<file path="config.mk">
export PLATFORM = sky130hd
export DESIGN_NAME = ordered_key_value_table_flat
export DESIGN_NICKNAME = d
export VERILOG_FILES = /design/src/sv/okvt_pkg.sv /design/src/sv/okvt_if.sv /design/src/sv/okvt_cell.sv /design/src/sv/ordered_key_value_table.sv /design/src/flat_wrapper.sv
export SDC_FILE = /design/constraint.sdc
export NUM_CORES = 2
export LEC_CHECK = 0
export BUFFER_PORTS_ARGS = -buffer_cell sky130_fd_sc_hd__buf_4
export CORE_MARGIN = 4
export CORE_UTILIZATION = 45
export DETAILED_ROUTE_END_ITERATION = 10
export GPL_ROUTABILITY_DRIVEN = 0
export PLACE_DENSITY_LB_ADDON = 0.05
export SLEW_MARGIN = 20
export SYNTH_ARGS = -nofsm -noshare
export SYNTH_HDL_FRONTEND = slang
export SYNTH_SLANG_ARGS = --single-unit
</file>
<file path="constraint.sdc">
create_clock -name clk -period 12.2 [get_ports clk]
set_input_delay 0.61 -clock clk [delete_from_list [all_inputs] [get_ports clk]]
set_output_delay 0.61 -clock clk [all_outputs]
set_load 0.005 [all_outputs]
</file>
<file path="src/sv/okvt_pkg.sv">
// Shared constants and types for the ordered key/value table.
package okvt_pkg;

  // Payload field widths on the channels
  localparam int KIND_W   = 3;
  localparam int KEY_W    = 32;
  localparam int VALUE_W  = 32;
  localparam int INDEX_W  = 4;
  localparam int STATUS_W = 2;
  localparam int POS_W    = 4;
  localparam int COUNT_W  = 5;

  // Operation codes
  localparam logic [KIND_W-1:0] OP_APPEND    = 3'd0;
  localparam logic [KIND_W-1:0] OP_FIND      = 3'd1;
  localparam logic [KIND_W-1:0] OP_READ_IDX  = 3'd2;
  localparam logic [KIND_W-1:0] OP_READ_LAST = 3'd3;
  localparam logic [KIND_W-1:0] OP_REMOVE    = 3'd4;

  // Result status codes
  localparam logic [STATUS_W-1:0] ST_OK   = 2'd0;
  localparam logic [STATUS_W-1:0] ST_MISS = 2'd1;
  localparam logic [STATUS_W-1:0] ST_FULL = 2'd2;

  // Operation broadcast to every cell of the row
  typedef struct packed {
    logic [KIND_W-1:0]  kind;
    logic [KEY_W-1:0]   key;
    logic [VALUE_W-1:0] value;
    logic [INDEX_W-1:0] index;
  } okvt_ctl_t;

endpackage

</file>
<file path="src/sv/okvt_if.sv">
// Valid/ready channel interfaces for operations in and results out.
interface okvt_in_if;
  logic                          valid;
  logic                          ready;
  logic [okvt_pkg::KIND_W-1:0]   kind;
  logic [okvt_pkg::KEY_W-1:0]    key;
  logic [okvt_pkg::VALUE_W-1:0]  value;
  logic [okvt_pkg::INDEX_W-1:0]  index;

  modport source (output valid, kind, key, value, index, input ready);
  modport sink   (input valid, kind, key, value, index, output ready);
endinterface

interface okvt_out_if;
  logic                          valid;
  logic                          ready;
  logic [okvt_pkg::STATUS_W-1:0] status;
  logic [okvt_pkg::KEY_W-1:0]    found_key;
  logic [okvt_pkg::VALUE_W-1:0]  found_value;
  logic [okvt_pkg::POS_W-1:0]    position;
  logic [okvt_pkg::COUNT_W-1:0]  entry_count;

  modport source (output valid, status, found_key, found_value, position, entry_count,
                  input ready);
  modport sink   (input valid, status, found_key, found_value, position, entry_count,
                  output ready);
endinterface

</file>
<file path="src/sv/okvt_cell.sv">
// One table slot: holds a key/value pair, matches it, shifts it on removal.
module okvt_cell #(
  parameter int KEY_BITS   = 32,
  parameter int VALUE_BITS = 32,
  parameter int CNT_W      = 5,
  parameter int CELL_IDX   = 0
) (
  input  logic                  clk,
  input  logic                  go,
  input  okvt_pkg::okvt_ctl_t   ctl,
  input  logic [CNT_W-1:0]      cnt,
  input  logic                  hit_in,
  input  logic [KEY_BITS-1:0]   nxt_key,
  input  logic [VALUE_BITS-1:0] nxt_val,
  output logic                  hit_out,
  output logic                  sel,
  output logic [KEY_BITS-1:0]   key_q,
  output logic [VALUE_BITS-1:0] val_q
);
  import okvt_pkg::*;

  logic [KEY_BITS-1:0]   key_r;
  logic [VALUE_BITS-1:0] val_r;
  logic                  occupied;
  logic                  key_eq;
  logic                  cand;

  assign occupied = CELL_IDX < int'(cnt);
  assign key_eq   = key_r == KEY_BITS'(ctl.key);

  always_comb begin
    unique case (ctl.kind)
      OP_FIND, OP_REMOVE: cand = occupied && key_eq;
      OP_READ_IDX:        cand = occupied && (int'(ctl.index) == CELL_IDX);
      OP_READ_LAST:       cand = int'(cnt) == CELL_IDX + 1;
      default:            cand = 1'b0;
    endcase
  end

  // first hit along the row wins
  assign sel     = cand && !hit_in;
  assign hit_out = hit_in || cand;

  always_ff @(posedge clk) begin
    if (go) begin
      if (ctl.kind == OP_APPEND && int'(cnt) == CELL_IDX) begin
        key_r <= KEY_BITS'(ctl.key);
        val_r <= VALUE_BITS'(ctl.value);
      end else if (ctl.kind == OP_REMOVE && hit_out) begin
        key_r <= nxt_key;
        val_r <= nxt_val;
      end
    end
  end

  assign key_q = key_r;
  assign val_q = val_r;

endmodule

</file>
<file path="src/sv/ordered_key_value_table.sv">
// Ordered key/value table: top level with the cell row and the result register.
// The table keeps up to DEPTH key/value entries in insertion order in a row of
// cells; each cell compares its own key against the operation, a first-hit chain
// across the row picks the lowest matching position, and a removal shifts every
// later cell down by one in the same cycle. An operation is accepted whenever
// the result register is empty or being drained, and its result appears on the
// output channel in the following cycle, so one operation per cycle is sustained
// while the output channel is ready. The path that sets the clock is the key
// compare plus the hit chain across all DEPTH cells. Storage needs no clearing
// after reset; only the entry count and the output valid flag are reset.
module ordered_key_value_table #(
  parameter int DEPTH      = 16,
  parameter int KEY_BITS   = 32,
  parameter int VALUE_BITS = 32
) (
  input logic        clk,
  input logic        rst_n,
  okvt_in_if.sink    in_chan,
  okvt_out_if.source out_chan
);
  import okvt_pkg::*;

  localparam int CNT_W = $clog2(DEPTH + 1);

  okvt_ctl_t             ctl;
  logic                  go;
  logic [CNT_W-1:0]      cnt_r;
  logic [CNT_W-1:0]      cnt_nxt;
  logic [DEPTH:0]        hit_chain;
  logic [DEPTH-1:0]      sel_vec;
  logic [KEY_BITS-1:0]   cell_key [DEPTH];
  logic [VALUE_BITS-1:0] cell_val [DEPTH];
  logic                  any_hit;
  logic                  full;

  logic [KEY_BITS-1:0]   hit_key;
  logic [VALUE_BITS-1:0] hit_val;
  logic [POS_W-1:0]      hit_pos;

  logic                  out_valid_r;
  logic [STATUS_W-1:0]   status_r,  status_nxt;
  logic [KEY_W-1:0]      fkey_r,    fkey_nxt;
  logic [VALUE_W-1:0]    fval_r,    fval_nxt;
  logic [POS_W-1:0]      pos_r,     pos_nxt;
  logic [COUNT_W-1:0]    ecnt_r;

  assign in_chan.ready = !out_valid_r || out_chan.ready;
  assign go            = in_chan.valid && in_chan.ready;

  assign ctl.kind  = in_chan.kind;
  assign ctl.key   = in_chan.key;
  assign ctl.value = in_chan.value;
  assign ctl.index = in_chan.index;

  assign hit_chain[0] = 1'b0;

  for (genvar i = 0; i < DEPTH; i++) begin : g_cell
    logic [KEY_BITS-1:0]   up_key;
    logic [VALUE_BITS-1:0] up_val;
    // top cell shifts in its own content; it falls outside the count anyway
    if (i == DEPTH - 1) begin : g_top
      assign up_key = cell_key[i];
      assign up_val = cell_val[i];
    end else begin : g_mid
      assign up_key = cell_key[i+1];
      assign up_val = cell_val[i+1];
    end

    okvt_cell #(
      .KEY_BITS  (KEY_BITS),
      .VALUE_BITS(VALUE_BITS),
      .CNT_W     (CNT_W),
      .CELL_IDX  (i)
    ) u_cell (
      .clk    (clk),
      .go     (go),
      .ctl    (ctl),
      .cnt    (cnt_r),
      .hit_in (hit_chain[i]),
      .nxt_key(up_key),
      .nxt_val(up_val),
      .hit_out(hit_chain[i+1]),
      .sel    (sel_vec[i]),
      .key_q  (cell_key[i]),
      .val_q  (cell_val[i])
    );
  end

  assign any_hit = hit_chain[DEPTH];
  assign full    = int'(cnt_r) >= DEPTH;

  // one-hot select, so OR-ing the gated cells yields the hit entry
  always_comb begin
    hit_key = '0;
    hit_val = '0;
    hit_pos = '0;
    for (int i = 0; i < DEPTH; i++) begin
      if (sel_vec[i]) begin
        hit_key = hit_key | cell_key[i];
        hit_val = hit_val | cell_val[i];
        hit_pos = hit_pos | POS_W'(i);
      end
    end
  end

  always_comb begin
    cnt_nxt    = cnt_r;
    status_nxt = ST_MISS;
    fkey_nxt   = '0;
    fval_nxt   = '0;
    pos_nxt    = '0;
    unique case (in_chan.kind)
      OP_APPEND: begin
        if (full) begin
          status_nxt = ST_FULL;
        end else begin
          status_nxt = ST_OK;
          pos_nxt    = POS_W'(cnt_r);
          cnt_nxt    = cnt_r + CNT_W'(1);
        end
      end
      OP_FIND, OP_READ_IDX, OP_READ_LAST, OP_REMOVE: begin
        if (any_hit) begin
          status_nxt = ST_OK;
          fkey_nxt   = KEY_W'(hit_key);
          fval_nxt   = VALUE_W'(hit_val);
          pos_nxt    = hit_pos;
          if (in_chan.kind == OP_REMOVE) begin
            cnt_nxt = cnt_r - CNT_W'(1);
          end
        end
      end
      default: begin
        status_nxt = ST_MISS;
      end
    endcase
  end

  always_ff @(posedge clk) begin
    if (!rst_n) begin
      cnt_r       <= '0;
      out_valid_r <= 1'b0;
    end else begin
      if (go) begin
        cnt_r       <= cnt_nxt;
        out_valid_r <= 1'b1;
      end else if (out_chan.ready) begin
        out_valid_r <= 1'b0;
      end
    end
  end

  always_ff @(posedge clk) begin
    if (go) begin
      status_r <= status_nxt;
      fkey_r   <= fkey_nxt;
      fval_r   <= fval_nxt;
      pos_r    <= pos_nxt;
      ecnt_r   <= COUNT_W'(cnt_nxt);
    end
  end

  assign out_chan.valid       = out_valid_r;
  assign out_chan.status      = status_r;
  assign out_chan.found_key   = fkey_r;
  assign out_chan.found_value = fval_r;
  assign out_chan.position    = pos_r;
  assign out_chan.entry_count = ecnt_r;

`ifndef ASSERT_OFF
  a_cnt_bound: assert property (@(posedge clk) disable iff (!rst_n)
    int'(cnt_r) <= DEPTH)
    else $error("entry count beyond depth");

  a_sel_onehot: assert property (@(posedge clk) disable iff (!rst_n)
    $onehot0(sel_vec))
    else $error("more than one cell selected");

  a_remove_dec: assert property (@(posedge clk) disable iff (!rst_n)
    go && in_chan.kind == OP_REMOVE && any_hit |=> cnt_r == $past(cnt_r) - CNT_W'(1))
    else $error("removal did not drop the count");

  a_append_full: assert property (@(posedge clk) disable iff (!rst_n)
    go && in_chan.kind == OP_APPEND && full |=> $stable(cnt_r) && status_r == ST_FULL)
    else $error("append to full table changed state");

  a_ready_when_empty: assert property (@(posedge clk) disable iff (!rst_n)
    !out_valid_r |-> in_chan.ready)
    else $error("input stalled with empty result register");
`endif

endmodule
</file>
<file path="src/flat_wrapper.sv">
// flat-port wrapper written by rule: the top's interface ports become plain ports
module ordered_key_value_table_flat import okvt_pkg::*;
#(
  parameter int DEPTH      = 16,
  parameter int KEY_BITS   = 32,
  parameter int VALUE_BITS = 32
)
  (clk, rst_n, in_chan_valid, in_chan_kind, in_chan_key, in_chan_value, in_chan_index, in_chan_ready, out_chan_valid, out_chan_status, out_chan_found_key, out_chan_found_value, out_chan_position, out_chan_entry_count, out_chan_ready);
  okvt_in_if in_chan_i ();
  okvt_out_if out_chan_i ();
  input logic clk;
  input logic rst_n;
  input wire logic [$bits(in_chan_i.valid)-1:0] in_chan_valid;
  input wire logic [$bits(in_chan_i.kind)-1:0] in_chan_kind;
  input wire logic [$bits(in_chan_i.key)-1:0] in_chan_key;
  input wire logic [$bits(in_chan_i.value)-1:0] in_chan_value;
  input wire logic [$bits(in_chan_i.index)-1:0] in_chan_index;
  output wire logic [$bits(in_chan_i.ready)-1:0] in_chan_ready;
  output wire logic [$bits(out_chan_i.valid)-1:0] out_chan_valid;
  output wire logic [$bits(out_chan_i.status)-1:0] out_chan_status;
  output wire logic [$bits(out_chan_i.found_key)-1:0] out_chan_found_key;
  output wire logic [$bits(out_chan_i.found_value)-1:0] out_chan_found_value;
  output wire logic [$bits(out_chan_i.position)-1:0] out_chan_position;
  output wire logic [$bits(out_chan_i.entry_count)-1:0] out_chan_entry_count;
  input wire logic [$bits(out_chan_i.ready)-1:0] out_chan_ready;
  assign in_chan_i.valid = in_chan_valid;
  assign in_chan_i.kind = in_chan_kind;
  assign in_chan_i.key = in_chan_key;
  assign in_chan_i.value = in_chan_value;
  assign in_chan_i.index = in_chan_index;
  assign in_chan_ready = in_chan_i.ready;
  assign out_chan_valid = out_chan_i.valid;
  assign out_chan_status = out_chan_i.status;
  assign out_chan_found_key = out_chan_i.found_key;
  assign out_chan_found_value = out_chan_i.found_value;
  assign out_chan_position = out_chan_i.position;
  assign out_chan_entry_count = out_chan_i.entry_count;
  assign out_chan_i.ready = out_chan_ready;
  ordered_key_value_table #(.DEPTH(DEPTH), .KEY_BITS(KEY_BITS), .VALUE_BITS(VALUE_BITS)) u_core (.clk(clk), .rst_n(rst_n), .in_chan(in_chan_i), .out_chan(out_chan_i));
endmodule
</file>
==> impl_metrics.ini <==
[run_status]
outcome = finished, final reports clean

[clock_network]
postCtsResizedCells = 0
clkTransAtPathRegs_ns = 0.06
clock-sinks = 1105
cts_tree = built
clock_latency_ns = 0.79
h-tree-depth = 4
cts_buffer_depth = 3
holdBufCountCts = 0
post_cts_buffers = 0
root_buffer = clkbuf_16
cts_made_buffers = 130

[global_routing]
grt-ovfl-total = 0
grt_max_degree = 134
grt_pass1_wl_mm = 326
antenna_found_initial = 19
grt_usage_pct = 33.9
first_global_vias = 39300

[synth]
ys_seq_area_share_pct = 56.4
async_reset_ff_share_pct = 0
synthFlopType = edfxtp_1
synth_edf_count = 1099
ys_seq_elements = 1105
synthesis.area_sq_mm = 0.0587
ys_types = 76
ys.warnings.count = 0
syn_nets = 4408
syn_inst = 4326
syn_avg_cell_area_sq_um = 13.6

[critical_path]
cp_cell_sequence = inv_1 > ha_1 > o21ai_0 > nand2_1 > nor4_2 > nor4_2 > nand3_2 > buf_4 > nor4b_2 > buf_4 > buf_4 > a222oi_1 > buf_4 > and3_1 > nand3_1
cp-end-kind = flop
rr_worst_depth = 15
slowest_delay_ns = 1.00
critical_path_class = flop to flop
critPathMaxFanout = 45
crit_path_start_kind = flop
r2r_end = u_core.out_chan.found_key[4]$_SDFFCE_PN0P_
worst_path_max_delay_cell = a222oi_1
worstPathRequired_ns = 12.71
path_common_cell = buf_4
worstSetupEndpoint = u_core.out_chan.found_key[4]$_SDFFCE_PN0P_
regToRegStartpoint = u_core.cnt_r[1]$_SDFFE_PN0P_
regToRegSetupSlack_ns = 5.95
worstPathArrival_ns = 6.75
worstSetupStartpoint = u_core.cnt_r[1]$_SDFFE_PN0P_

[finish]
final.fill_count = 11300
nets = 4360
most-common-layout-cells = edfxtp_1, mux2_2, xor2_1
final_cells = 6126
drive_above_1_share_pct = 32.9
final_util_pct = 50.4
layout_commonest_cell = edfxtp_1
multi_input_area_sq_mm = 0.0242
syn_to_final_growth_pct = 11.3
register_area_sq_mm = 0.0331

[timing]
fin_crit_ns = 6.25
rsz0062_at_grt = false
fin_worst_skew_ns = 0.0229
slew_headroom_pct = 17.8
hold_viol_final = 0
tns_ns = 0
finalSetupViolCount = 0
post-route-period-util_pct = 51.2
slew_viol_final = 0
worstMarginPinSlew_ns = 1.23
max_freq_mhz = 160

[detailed_routing]
drtIter0Drc = 6009
ant_nets = 0
via_per_inst = 6.70
dr_total_vias = 41000
wl_per_cell_um = 38.6
wl_mm = 236
drt_pass1_iterations = 8
drc = 0

[placed_design]
io_buffers = 151
dpl.hpwl_mm = 153
placedCellCount = 5888

[die]
start_util_pct = 45.3
fp.dieH_um = 369
dieWidth_um = 369
ios = 152
dieArea_sq_mm = 0.136
num_rows = 132
core_sq_mm = 0.130

[min_path]
min_delay_path_depth = 3
hold_path.startpoint = in_chan_valid
hold_path_class = input port to flop

[power_and_ir_drop]
power.total_uw = 8260
p_per_area_mw_per_mm2 = 126
vdd_drop_max_uv = 125
power.leakage_uw = 0.0215

[flow_run]
maxCapViolCount = 0
-- how the worst min path moves through the flow --
stage	slack, ns	to
5_1_grt	0.07	u_core.out_chan.valid$_SDFFE_PN0P_
3_5_place_dp	0.55	u_core.out_chan.valid$_SDFFE_PN0P_
6_report	0.09	u_core.out_chan.valid$_SDFFE_PN0P_
3_3_place_gp	0.54	u_core.out_chan.valid$_SDFFE_PN0P_
4_1_cts	0.04	u_core.out_chan.valid$_SDFFE_PN0P_
2_1_floorplan	0.52	u_core.out_chan.found_value[0]$_SDFFCE_PN0P_
-- worst max-delay path: cells and delay by family (launching register included) --
family | cells | cell delay, ns
AO/OA/AOI/OAI | 2 | 1.40
adder cells (fa/ha/maj) | 1 | 0.48
buffers and inverters | 5 | 1.72
flip-flops | 1 | 0.61
AND/OR/NAND/NOR | 7 | 1.62
-- synth_stat cells, drive strengths merged, types with 10 or more instances --
master   number  share of area, %
edfxtp     1099                56
mux2        960                18
clkbuf      295               1.9
xor2        266               4.0
xnor2       251               3.7
nand2       207               1.3
a22oi       171               2.2
buf         119               1.0
nand4        95               1.0
nand3        89              0.77
a221oi       88               1.3
nor2         85              0.55
nor4         80              0.88
a222oi       75               1.3
o21ai        72              0.61
a21oi        67              0.57
a22o         56              0.84
and3         49              0.52
nor3         23              0.28
inv          14             0.089
nor4b        14              0.23
a211oi       11              0.14
a2111oi      10              0.15
o211a        10              0.17
-- power breakdown --
| group | internal [uW] | switching, uW | total, uW |
|---|---|---|---|
| Sequential | 4140 | 15.0 | 4150 |
| Clock | 2070 | 1690 | 3760 |
| Combinational | 100 | 244 | 345 |
-- cell type report --
cell class / instances / share of cell area [%]
Inverter: 14 / 0.0842
Antenna cell: 10 / 0.0383
Timing Repair Buffer: 234 / 2.75
Sequential cell: 1105 / 50.7
Tap cell: 1742 / 3.33
Clock inverter: 60 / 0.831
Clock buffer: 168 / 5.20
Multi-Input combinational cell: 2793 / 37.1
-- registers in the layout, indices dropped and copies added (netlist names) --
signal / cells
u_core.g_cell.u_cell.val_q: 512
u_core.out_chan.status: 2
u_core.out_chan.found_key: 32
u_core.g_cell.u_cell.key_q: 512
u_core.cnt_r: 5
u_core.out_chan.position: 4
u_core.out_chan.found_value: 32
u_core.out_chan.valid: 1
u_core.out_chan.entry_count: 5
-- layer usage --
layer  vias to the layer above  wire (um)  global-route usage, %
met3                       495      19700                   6.34
met5                         -         74                      0
met4                        12      14100                   17.5
met2                      2346     108000                   53.2
li1                      16800          -                      -
met1                     21400      94000                   45.0
-- cells by family after synthesis --
| kind of cell | synth area share [%] |
|---|---|
| buffers and inverters | 3.02 |
| and+or+nand+nor | 6.20 |
| adders and majority gates | 0.149 |
| AOI/OAI and AO/OA | 8.08 |
| xor gates and xnor gates | 7.71 |
| DFF | 56.4 |
| muxes | 18.4 |
-- through the flow --
step / worst slack, ns / instance area [sq um] / hold slack, ns
floorplan: 5.56 / 58700 / 0.517
global route: 5.92 / 65300 / 0.0663
CTS: 6.13 / 65300 / 0.0419
detailed placement: 5.78 / 61400 / 0.546
global placement: 5.47 / 61300 / 0.544
finish: 5.95 / 65400 / 0.0852
(Power assumes the default switching activity.)
